<file path="src/sv/mau_pkg.sv">
package mau_pkg;

    // Datapath width of operands, modulus and result
    localparam int DATA_WIDTH = 31;
    // Bits of a counter that walks over the DATA_WIDTH bit positions
    localparam int CNT_W = $clog2(DATA_WIDTH);

    localparam logic [2:0] ACT_ADD = 3'd0;
    localparam logic [2:0] ACT_SUB = 3'd1;
    localparam logic [2:0] ACT_MUL = 3'd2;
    localparam logic [2:0] ACT_POW = 3'd3;
    localparam logic [2:0] ACT_INV = 3'd4;
    localparam logic [2:0] ACT_DIV = 3'd5;

    typedef struct packed {
        logic [2:0]            action;
        logic [DATA_WIDTH-1:0] operand_a;
        logic [DATA_WIDTH-1:0] operand_b;
        logic [DATA_WIDTH-1:0] exponent;
    } in_item_t;

    typedef struct packed {
        logic [DATA_WIDTH-1:0] result;
        logic                  zero_divisor;
    } out_item_t;

    // Status of the serial modular multiplier
    typedef struct packed {
        logic busy;
        logic done;
    } mul_status_t;

endpackage

</file>
<file path="src/sv/mau_mulmod.sv">
// Bit-serial modular multiplier: one bit of y per cycle, MSB first.
// A start pulse loads x and y; after the last bit of y, done pulses with
// product = x * y mod m. Inputs must be below m, m must stay stable.
module mau_mulmod
    import mau_pkg::*;
(
    input  logic                  clk,
    input  logic                  rst_n,
    input  logic                  start,
    input  logic [DATA_WIDTH-1:0] x,
    input  logic [DATA_WIDTH-1:0] y,
    input  logic [DATA_WIDTH-1:0] m,
    output logic [DATA_WIDTH-1:0] product,
    output mul_status_t           status
);

    localparam int TW = DATA_WIDTH + 2;

    logic [DATA_WIDTH-1:0] x_reg;
    logic [DATA_WIDTH-1:0] y_reg;
    logic [DATA_WIDTH-1:0] acc_reg;
    logic [DATA_WIDTH-1:0] acc_next;
    logic [CNT_W-1:0]      cnt_reg;
    logic                  busy_reg;
    logic                  done_reg;
    logic                  last;
    logic [TW-1:0]         t;
    logic [TW-1:0]         m1;
    logic [TW-1:0]         m2;

    assign last = (cnt_reg == CNT_W'(DATA_WIDTH - 1));

    // Double, add x when the bit is set, and bring back below m
    always_comb
    begin
        m1 = TW'(m);
        m2 = {1'b0, m, 1'b0};
        t  = {1'b0, acc_reg, 1'b0} + (y_reg[DATA_WIDTH-1] ? TW'(x_reg) : '0);
        if (t >= m2)
        begin
            acc_next = DATA_WIDTH'(t - m2);
        end
        else if (t >= m1)
        begin
            acc_next = DATA_WIDTH'(t - m1);
        end
        else
        begin
            acc_next = DATA_WIDTH'(t);
        end
    end

    // Control: busy while bits remain, pulse done after the last one
    always_ff @(posedge clk or negedge rst_n)
    begin
        if (!rst_n)
        begin
            busy_reg <= 1'b0;
            done_reg <= 1'b0;
            cnt_reg  <= '0;
        end
        else
        begin
            done_reg <= busy_reg && last;
            if (start)
            begin
                busy_reg <= 1'b1;
                cnt_reg  <= '0;
            end
            else if (busy_reg)
            begin
                cnt_reg <= cnt_reg + 1'b1;
                if (last)
                begin
                    busy_reg <= 1'b0;
                end
            end
        end
    end

    // Datapath: load operands, then advance one bit per cycle
    always_ff @(posedge clk)
    begin
        if (start)
        begin
            x_reg   <= x;
            y_reg   <= y;
            acc_reg <= '0;
        end
        else if (busy_reg)
        begin
            acc_reg <= acc_next;
            y_reg   <= {y_reg[DATA_WIDTH-2:0], 1'b0};
        end
    end

    assign product     = acc_reg;
    assign status.busy = busy_reg;
    assign status.done = done_reg;

endmodule

</file>
<file path="src/sv/modular_arithmetic_unit_core.sv">
// Channel  Direction  Handshake          Payload
// -------  ---------  -----------------  ------------------------------
// in       input      in_valid/in_stall  in_item  (action, operands, exponent)
// out      output     out_valid/out_stall out_item (result, zero_divisor)
// cfg      input      cfg_valid/cfg_ready cfg_data (modulus)
//
// One item at a time. Operands are first reduced modulo the modulus by
// bit-serial restoring remainder. Each modular multiply runs in the
// bit-serial multiplier; power, inverse and divide run one square and at
// most one multiply per exponent bit, divide then one final multiply, and
// multiply a single one. Add and subtract are done in S_DISPATCH, after
// reduction. Reset loads modulus 5. The output register holds a result
// under out_stall while the next item is accepted and worked on.
module modular_arithmetic_unit_core
    import mau_pkg::*;
(
    input  logic                  clk,
    input  logic                  rst_n,
    input  logic                  in_valid,
    output logic                  in_stall,
    input  in_item_t              in_item,
    output logic                  out_valid,
    input  logic                  out_stall,
    output out_item_t             out_item,
    input  logic                  cfg_valid,
    output logic                  cfg_ready,
    input  logic [DATA_WIDTH-1:0] cfg_data
);

    typedef enum logic [9:0] {
        S_IDLE     = 10'b0000000001,
        S_REDUCE   = 10'b0000000010,
        S_DISPATCH = 10'b0000000100,
        S_SQ       = 10'b0000001000,
        S_SQ_WAIT  = 10'b0000010000,
        S_ML       = 10'b0000100000,
        S_ML_WAIT  = 10'b0001000000,
        S_FM       = 10'b0010000000,
        S_FM_WAIT  = 10'b0100000000,
        S_FINISH   = 10'b1000000000
    } state_t;

    state_t                state_reg, state_next;
    logic [DATA_WIDTH-1:0] mod_reg;
    logic [DATA_WIDTH-1:0] m_reg;
    logic [2:0]            act_reg;
    logic [DATA_WIDTH-1:0] opa_reg, opa_next;
    logic [DATA_WIDTH-1:0] opb_reg, opb_next;
    logic [DATA_WIDTH-1:0] ra_reg, ra_next;
    logic [DATA_WIDTH-1:0] rb_reg, rb_next;
    logic [DATA_WIDTH-1:0] exp_reg, exp_next;
    logic [DATA_WIDTH-1:0] base_reg, base_next;
    logic [DATA_WIDTH-1:0] acc_reg, acc_next;
    logic [DATA_WIDTH-1:0] res_reg, res_next;
    logic                  flag_reg, flag_next;
    logic [CNT_W-1:0]      cnt_reg, cnt_next;
    logic                  out_valid_reg, out_valid_next;
    out_item_t             out_reg;
    logic                  out_load;
    logic                  in_accept;
    logic                  last_bit;

    logic [DATA_WIDTH:0]   mw;
    logic [DATA_WIDTH:0]   ra_shift;
    logic [DATA_WIDTH:0]   rb_shift;
    logic [DATA_WIDTH:0]   sum;
    logic [DATA_WIDTH-1:0] add_res;
    logic [DATA_WIDTH-1:0] sub_res;

    logic                  mul_start;
    logic [DATA_WIDTH-1:0] mul_x;
    logic [DATA_WIDTH-1:0] mul_y;
    logic [DATA_WIDTH-1:0] mul_p;
    mul_status_t           mul_st;

    assign in_stall  = (state_reg != S_IDLE);
    assign in_accept = in_valid && !in_stall;
    assign cfg_ready = 1'b1;
    assign last_bit  = (cnt_reg == CNT_W'(DATA_WIDTH - 1));
    assign out_load  = (state_reg == S_FINISH) && (!out_valid_reg || !out_stall);

    // Modulus register; a zero modulus acts as one
    always_ff @(posedge clk or negedge rst_n)
    begin
        if (!rst_n)
        begin
            mod_reg <= DATA_WIDTH'(5);
        end
        else if (cfg_valid && cfg_ready)
        begin
            mod_reg <= cfg_data;
        end
    end

    // Reduction step, add and subtract on the residues
    always_comb
    begin
        mw       = {1'b0, m_reg};
        ra_shift = {ra_reg, opa_reg[DATA_WIDTH-1]};
        rb_shift = {rb_reg, opb_reg[DATA_WIDTH-1]};
        sum      = {1'b0, ra_reg} + {1'b0, rb_reg};
        add_res  = (sum >= mw) ? DATA_WIDTH'(sum - mw) : DATA_WIDTH'(sum);
        if (ra_reg >= rb_reg)
        begin
            sub_res = ra_reg - rb_reg;
        end
        else
        begin
            sub_res = DATA_WIDTH'({1'b0, ra_reg} + mw - {1'b0, rb_reg});
        end
    end

    // Multiplier operand select
    always_comb
    begin
        mul_start = (state_reg == S_SQ) || (state_reg == S_ML) || (state_reg == S_FM);
        case (state_reg)
            S_ML:
            begin
                mul_x = acc_reg;
                mul_y = base_reg;
            end
            S_FM:
            begin
                mul_x = ra_reg;
                mul_y = acc_reg;
            end
            default:
            begin
                mul_x = acc_reg;
                mul_y = acc_reg;
            end
        endcase
    end

    // Sequencer
    always_comb
    begin
        state_next = state_reg;
        opa_next   = opa_reg;
        opb_next   = opb_reg;
        ra_next    = ra_reg;
        rb_next    = rb_reg;
        exp_next   = exp_reg;
        base_next  = base_reg;
        acc_next   = acc_reg;
        res_next   = res_reg;
        flag_next  = flag_reg;
        cnt_next   = cnt_reg;
        case (state_reg)
            S_IDLE:
            begin
                if (in_accept)
                begin
                    opa_next   = in_item.operand_a;
                    opb_next   = in_item.operand_b;
                    exp_next   = in_item.exponent;
                    ra_next    = '0;
                    rb_next    = '0;
                    cnt_next   = '0;
                    state_next = S_REDUCE;
                end
            end
            S_REDUCE:
            begin
                ra_next  = (ra_shift >= mw) ? DATA_WIDTH'(ra_shift - mw)
                                            : DATA_WIDTH'(ra_shift);
                rb_next  = (rb_shift >= mw) ? DATA_WIDTH'(rb_shift - mw)
                                            : DATA_WIDTH'(rb_shift);
                opa_next = {opa_reg[DATA_WIDTH-2:0], 1'b0};
                opb_next = {opb_reg[DATA_WIDTH-2:0], 1'b0};
                cnt_next = cnt_reg + 1'b1;
                if (last_bit)
                begin
                    state_next = S_DISPATCH;
                end
            end
            S_DISPATCH:
            begin
                res_next  = '0;
                flag_next = 1'b0;
                cnt_next  = '0;
                acc_next  = (m_reg == DATA_WIDTH'(1)) ? '0 : DATA_WIDTH'(1);
                base_next = ra_reg;
                case (act_reg)
                    ACT_ADD:
                    begin
                        res_next   = add_res;
                        state_next = S_FINISH;
                    end
                    ACT_SUB:
                    begin
                        res_next   = sub_res;
                        state_next = S_FINISH;
                    end
                    ACT_MUL:
                    begin
                        acc_next   = rb_reg;
                        state_next = S_FM;
                    end
                    ACT_POW:
                    begin
                        state_next = S_SQ;
                    end
                    ACT_INV:
                    begin
                        exp_next = m_reg - DATA_WIDTH'(2);
                        if (ra_reg == '0)
                        begin
                            flag_next  = 1'b1;
                            state_next = S_FINISH;
                        end
                        else
                        begin
                            state_next = S_SQ;
                        end
                    end
                    ACT_DIV:
                    begin
                        exp_next  = m_reg - DATA_WIDTH'(2);
                        base_next = rb_reg;
                        if (rb_reg == '0)
                        begin
                            flag_next  = 1'b1;
                            state_next = S_FINISH;
                        end
                        else
                        begin
                            state_next = S_SQ;
                        end
                    end
                    default:
                    begin
                        state_next = S_FINISH;
                    end
                endcase
            end
            S_SQ:
            begin
                state_next = S_SQ_WAIT;
            end
            S_ML:
            begin
                state_next = S_ML_WAIT;
            end
            S_SQ_WAIT, S_ML_WAIT:
            begin
                if (mul_st.done)
                begin
                    acc_next = mul_p;
                    if ((state_reg == S_SQ_WAIT) && exp_reg[DATA_WIDTH-1])
                    begin
                        state_next = S_ML;
                    end
                    else
                    begin
                        // Advance to the next exponent bit
                        exp_next = {exp_reg[DATA_WIDTH-2:0], 1'b0};
                        cnt_next = cnt_reg + 1'b1;
                        if (!last_bit)
                        begin
                            state_next = S_SQ;
                        end
                        else if (act_reg == ACT_DIV)
                        begin
                            state_next = S_FM;
                        end
                        else
                        begin
                            res_next   = mul_p;
                            state_next = S_FINISH;
                        end
                    end
                end
            end
            S_FM:
            begin
                state_next = S_FM_WAIT;
            end
            S_FM_WAIT:
            begin
                if (mul_st.done)
                begin
                    res_next   = mul_p;
                    state_next = S_FINISH;
                end
            end
            S_FINISH:
            begin
                if (out_load)
                begin
                    state_next = S_IDLE;
                end
            end
            default:
            begin
                state_next = S_IDLE;
            end
        endcase
    end

    // Output register: fill on finish, drop when taken
    always_comb
    begin
        out_valid_next = out_valid_reg;
        if (out_load)
        begin
            out_valid_next = 1'b1;
        end
        else if (!out_stall)
        begin
            out_valid_next = 1'b0;
        end
    end

    always_ff @(posedge clk or negedge rst_n)
    begin
        if (!rst_n)
        begin
            state_reg     <= S_IDLE;
            cnt_reg       <= '0;
            out_valid_reg <= 1'b0;
        end
        else
        begin
            state_reg     <= state_next;
            cnt_reg       <= cnt_next;
            out_valid_reg <= out_valid_next;
        end
    end

    // Payload registers
    always_ff @(posedge clk)
    begin
        if (in_accept)
        begin
            act_reg <= in_item.action;
            m_reg   <= (mod_reg == '0) ? DATA_WIDTH'(1) : mod_reg;
        end
        opa_reg  <= opa_next;
        opb_reg  <= opb_next;
        ra_reg   <= ra_next;
        rb_reg   <= rb_next;
        exp_reg  <= exp_next;
        base_reg <= base_next;
        acc_reg  <= acc_next;
        res_reg  <= res_next;
        flag_reg <= flag_next;
        if (out_load)
        begin
            out_reg.result       <= res_reg;
            out_reg.zero_divisor <= flag_reg;
        end
    end

    mau_mulmod u_mulmod (
        .clk     (clk),
        .rst_n   (rst_n),
        .start   (mul_start),
        .x       (mul_x),
        .y       (mul_y),
        .m       (m_reg),
        .product (mul_p),
        .status  (mul_st)
    );

    assign out_valid = out_valid_reg;
    assign out_item  = out_reg;

endmodule

</file>
<file path="config.mk">
export PLATFORM = sky130hd
export DESIGN_NAME = modular_arithmetic_unit_core
export DESIGN_NICKNAME = d
export VERILOG_FILES = /design/src/sv/mau_pkg.sv /design/src/sv/mau_mulmod.sv /design/src/sv/modular_arithmetic_unit_core.sv
export SDC_FILE = /design/constraint.sdc
export NUM_CORES = 2
export LEC_CHECK = 0
export BUFFER_PORTS_ARGS = -buffer_cell sky130_fd_sc_hd__buf_2
export CELL_PAD_IN_SITES_DETAIL_PLACEMENT = 1
export CELL_PAD_IN_SITES_GLOBAL_PLACEMENT = 1
export CORE_AREA = 2 2 214 322
export DETAILED_ROUTE_END_ITERATION = 16
export DIE_AREA = 0 0 216 324
export PLACE_DENSITY = 0.83
export SYNTH_ARGS = -nofsm -noshare
export SYNTH_HDL_FRONTEND = slang
export SYNTH_SLANG_ARGS = --single-unit
</file>
<file path="constraint.sdc">
create_clock -name clk -period 12.5 [get_ports clk]
set_input_delay 3.75 -clock clk [delete_from_list [all_inputs] [get_ports clk]]
set_output_delay 3.75 -clock clk [all_outputs]
set_load 0.01 [all_outputs]
</file>
==> summary.log <==
INFO  yosys          synth_nets=4388
INFO  floorplanning  placeableCoreArea=67340µm²
INFO  floorplanning  rows=117
INFO  worst_setup_path path_cells=inv_1 -> ha_1 -> or3_1 -> or4_1 -> o21ai_0 -> o21bai_1 -> a21oi_1 -> nor2_1 -> o21bai_1 -> a21oi_1 -> xnor2_1 -> ha_1 -> nand2_1 -> o211ai_1 -> a41oi_1 -> a22o_1 -> a41oi_1 -> o21ai_0 -> nand2_1 -> o41ai_4 -> buf_4 -> mux2i_1 -> a2bb2oi_1 -> o21ai_0
INFO  worst_setup_path cp_data_arrival_time=7.35ns
INFO  yosys          post-synth-top-count-cell=sky130_fd_sc_hd__nand2_1
INFO  global_routing grt_start_max_net_pins=127
INFO  finish         area_of_combinational_cells_with_multiple_inputs=20540µm²
INFO  pwr            peakVddDrop=0.1865mV
INFO  pwr            power.internal=5.945mW
INFO  worst_setup_path cpMostUsedCell=sky130_fd_sc_hd__o21ai_0
INFO  outcome        outcome=finished, final reports clean
INFO  worst_setup_path regToRegSetupSlack=5.49ns
INFO  finish         layout-drive-gt1-share=9.151%
INFO  drt            detail_route.drc_violations=0
INFO  floorplanning  die_h=324µm
INFO  yosys          synth.yosys.seq_area_share=37.59%
INFO  worst_setup_path critical-path-max-stage-delay=0.75ns
INFO  worst_hold_path hold_path.startpoint=res_reg[26]$_DFFE_PP_
INFO  worst_setup_path critical_path_peak_fanout=45
INFO  yosys          synth.largest_area_cell=sky130_fd_sc_hd__edfxtp_1
INFO  global_routing gr-usage-all-layers=37.28%
INFO  pwr            power.share.clock=13.0%
INFO  yosys          synth_area_leaders=sky130_fd_sc_hd__edfxtp_1 (32%), sky130_fd_sc_hd__ha_1 (10%), sky130_fd_sc_hd__nand2_1 (5.8%)
INFO  yosys          synth_flop_cell=sky130_fd_sc_hd__edfxtp_1
INFO  global_routing grt_pass1_vias=33398
INFO  yosys          synthesized_area=35370µm²
INFO  finish         max_reg_flops=32
INFO  sta            grt_setup_unrepaired=false
INFO  pwr            netSwitchingPower=5.921mW
INFO  finish         seq_area=13300µm²
INFO  worst_setup_path reg2reg_to=res_reg[22]$_DFFE_PP_
INFO  sta            fmax=0.1427GHz
INFO  yosys          async_reset_ff_share=11.69%
INFO  yosys          ys_warn_count=0
INFO  global_routing wire_length_of_the_first_global_routing_pass=198200µm
INFO  worst_hold_path timing.hold.worst_path_depth=0
INFO  pwr            power_density=306.6nW/µm²
INFO  drt            avgRoutedWirePerCell=26.47µm
INFO  finish         layout-area-overhead-vs-synth=9.419%
INFO  yosys          netlist-cell-type-count=90
INFO  sta            clock_skew=0.03063ns
INFO  finish         fin_util=57.48%
INFO  pwr            seq_power_share=20.6%
INFO  sta            final-max-slew-violation-count=0
INFO  clocking       tritoncts=yes
INFO  clocking       clk_pin_slew_worst_paths=0.06ns
INFO  floorplanning  io_pins=167
INFO  clocking       cts_root_buf=sky130_fd_sc_hd__clkbuf_16
INFO  finish         filler_cell_count=7841
INFO  worst_setup_path worstRegToRegCells=24
INFO  worst_hold_path worstHoldPathType=reg2reg
INFO  sta            worst_slew_pin_slew=1.118ns
INFO  placement      post-place-ws=5.592ns
INFO  yosys          synth_top_cell_area_share=32.00%
INFO  drt            drt.antenna.violating_nets=0
INFO  sta            part_of_the_cycle_the_worst_path_needs=56.06%
INFO  worst_setup_path critPathKind=reg2reg
INFO  clocking       post_cts_resize_count=0
INFO  finish         nets=4478
INFO  worst_hold_path hold_end=out_item[27]$_DFFE_PP_
INFO  pwr            power.share.switching=49.90%
INFO  yosys          syn-mean-instance-area=8.987µm²
INFO  clocking       tritoncts.num_buffers=48
INFO  job            drv.max_cap_violation_count=0
INFO  global_routing grt_antenna_before_repair=2
INFO  sta            hold_ws=0.4171ns
INFO  worst_setup_path cp-end-kind=register
INFO  sta            max-slew-margin-rel=25.27%
INFO  floorplanning  start_util=52.53%
INFO  drt            routed_wl=131300µm
INFO  placement      gp_routability_congestion=0.9707
INFO  worst_setup_path setup.worst_path.start_class=register
INFO  sta            fin_setup_tns=0ns
INFO  yosys          ys_seq_elements=462
INFO  clocking       post_cts.repair.setup_buffers=0
INFO  clocking       cts-htree-levels=2
INFO  placement      dp_hpwl=101000µm
INFO  floorplanning  design.die.area=69980µm²
INFO  pwr            share_comb_of_total_power=66.4%
INFO  drt            detail_route.first_pass.iterations=5
INFO  sta            report.final.hold_viol_count=0
INFO  worst_setup_path cp.required=12.84ns
INFO  global_routing globalRoute.totalOverflow=0
INFO  yosys          synth_top_cells_by_count=sky130_fd_sc_hd__nand2_1 (542), sky130_fd_sc_hd__edfxtp_1 (377), sky130_fd_sc_hd__nor2_1 (314)
INFO  sta            fin_crit=7.007ns
INFO  yosys          synth_edf_count=377
INFO  worst_setup_path crit-reg2reg-launch=rb_reg[13]$_SDFFCE_PN0P_
INFO  drt            vias_per_cell=6.319
INFO  floorplanning  die_width=216µm
INFO  worst_setup_path worst_path_max_delay_cell=sky130_fd_sc_hd__o21ai_0
INFO  yosys          netlist_instances=3936
INFO  placement      placement.io_buffers=165
INFO  clocking       clk_latency=0.64ns
INFO  clocking       cts_max_path_buffers=3
INFO  pwr            p_leak=16.93nW
INFO  drt            drt-initial-drc-count=2232
INFO  sta            setup_violations=0
INFO  clocking       postCtsHoldBufs=0
INFO  drt            route.vias.total=31350
INFO  clocking       clkSinkCount=462
INFO  sta            final.setup.worst_slack=5.493ns
-- area by class of cell --
type | instances | area share [%]
multi-input cells | 3055 | 53.07
flip-flops and latches | 462 | 34.35
clock buffers | 58 | 3.307
repair buffers | 212 | 3.077
well taps | 892 | 2.883
inverters | 247 | 2.395
clock inverters | 31 | 0.8857
diodes | 4 | 0.02586
-- per-layer routing --
layer	up-vias	routed length (µm)	part of all wire, %	track usage, %
li1	14270	-	-	-
met1	15590	49110	37	42.06
met2	1093	64290	49	65.39
met3	397	7631	5.8	5.260
met4	0	10260	7.8	25.43
met5	-	0	0	0
-- cells in the final DEF (no fill, tap or decap), drive strengths merged, types with 41 or more instances in the layout --
cell,count
a211oi,43
a21o,118
a21oi,305
and2,42
buf,212
clkbuf,58
dfrtp,51
edfxtp,377
ha,282
inv,246
mux2,41
mux2i,90
nand2,542
nand3,83
nor2,316
nor3,58
o21ai,267
o21bai,44
xnor2,191
xor2,86
-- how the worst max path moves through the flow --
| stage | startpoint | endpoint | cells after the start |
|---|---|---|---|
| after global placement | rb_reg[13]$_SDFFCE_PN0P_ | res_reg[19]$_DFFE_PP_ | 25 |
| final | rb_reg[13]$_SDFFCE_PN0P_ | res_reg[22]$_DFFE_PP_ | 24 |
| after detailed placement | rb_reg[13]$_SDFFCE_PN0P_ | res_reg[22]$_DFFE_PP_ | 24 |
| after floorplan | in_valid | opa_reg[0]$_SDFFCE_PP0P_ | 2 |
| after global routing | rb_reg[6]$_SDFFCE_PN0P_ | res_reg[22]$_DFFE_PP_ | 24 |
| after CTS | rb_reg[13]$_SDFFCE_PN0P_ | res_reg[22]$_DFFE_PP_ | 24 |
-- power by group through the flow --
| stage | logic, mW | registers [mW] | clock network [mW] |
|---|---|---|---|
| finish | 7.88 | 2.44 | 1.54 |
| global route | 8.59 | 2.46 | 1.61 |
| CTS | 7.77 | 2.42 | 1.57 |
| detailed placement | 7.70 | 2.45 | 0 |
| global placement | 7.56 | 2.43 | 0 |
| floorplan | 5.70 | 2.31 | 0 |
-- logic make-up after synthesis --
group / synth area share (%)
XOR/XNOR: 6.858
adder cells (fa/ha/maj): 12.13
AO/OA/AOI/OAI: 18.57
AND/OR/NAND/NOR: 16.40
other: 0.01060
multiplexers: 3.862
flip-flops: 37.59
buffers and inverters: 4.580
-- critical path: cells and delay by family (launching register included) --
kind / cells / cell delay (ns)
AOI/OAI and AO/OA: 13 / 3.01
xor gates and xnor gates: 1 / 0.22
adders and majority gates: 2 / 0.75
buffers and inverters: 2 / 0.64
DFF: 1 / 0.60
muxes: 1 / 0.25
and+or+nand+nor: 5 / 1.23
-- stage by stage --
step                std cells  area (µm²)  total power [mW]
finish                   4961       38710             11.87
global route             4959       38700             12.66
CTS                      4957       38700             11.76
detailed placement       4868       37070             10.16
global placement         4868       37070             9.988
floorplan                3936       35370             8.006
No activity file was read; power rests on OpenSTA's default activity.
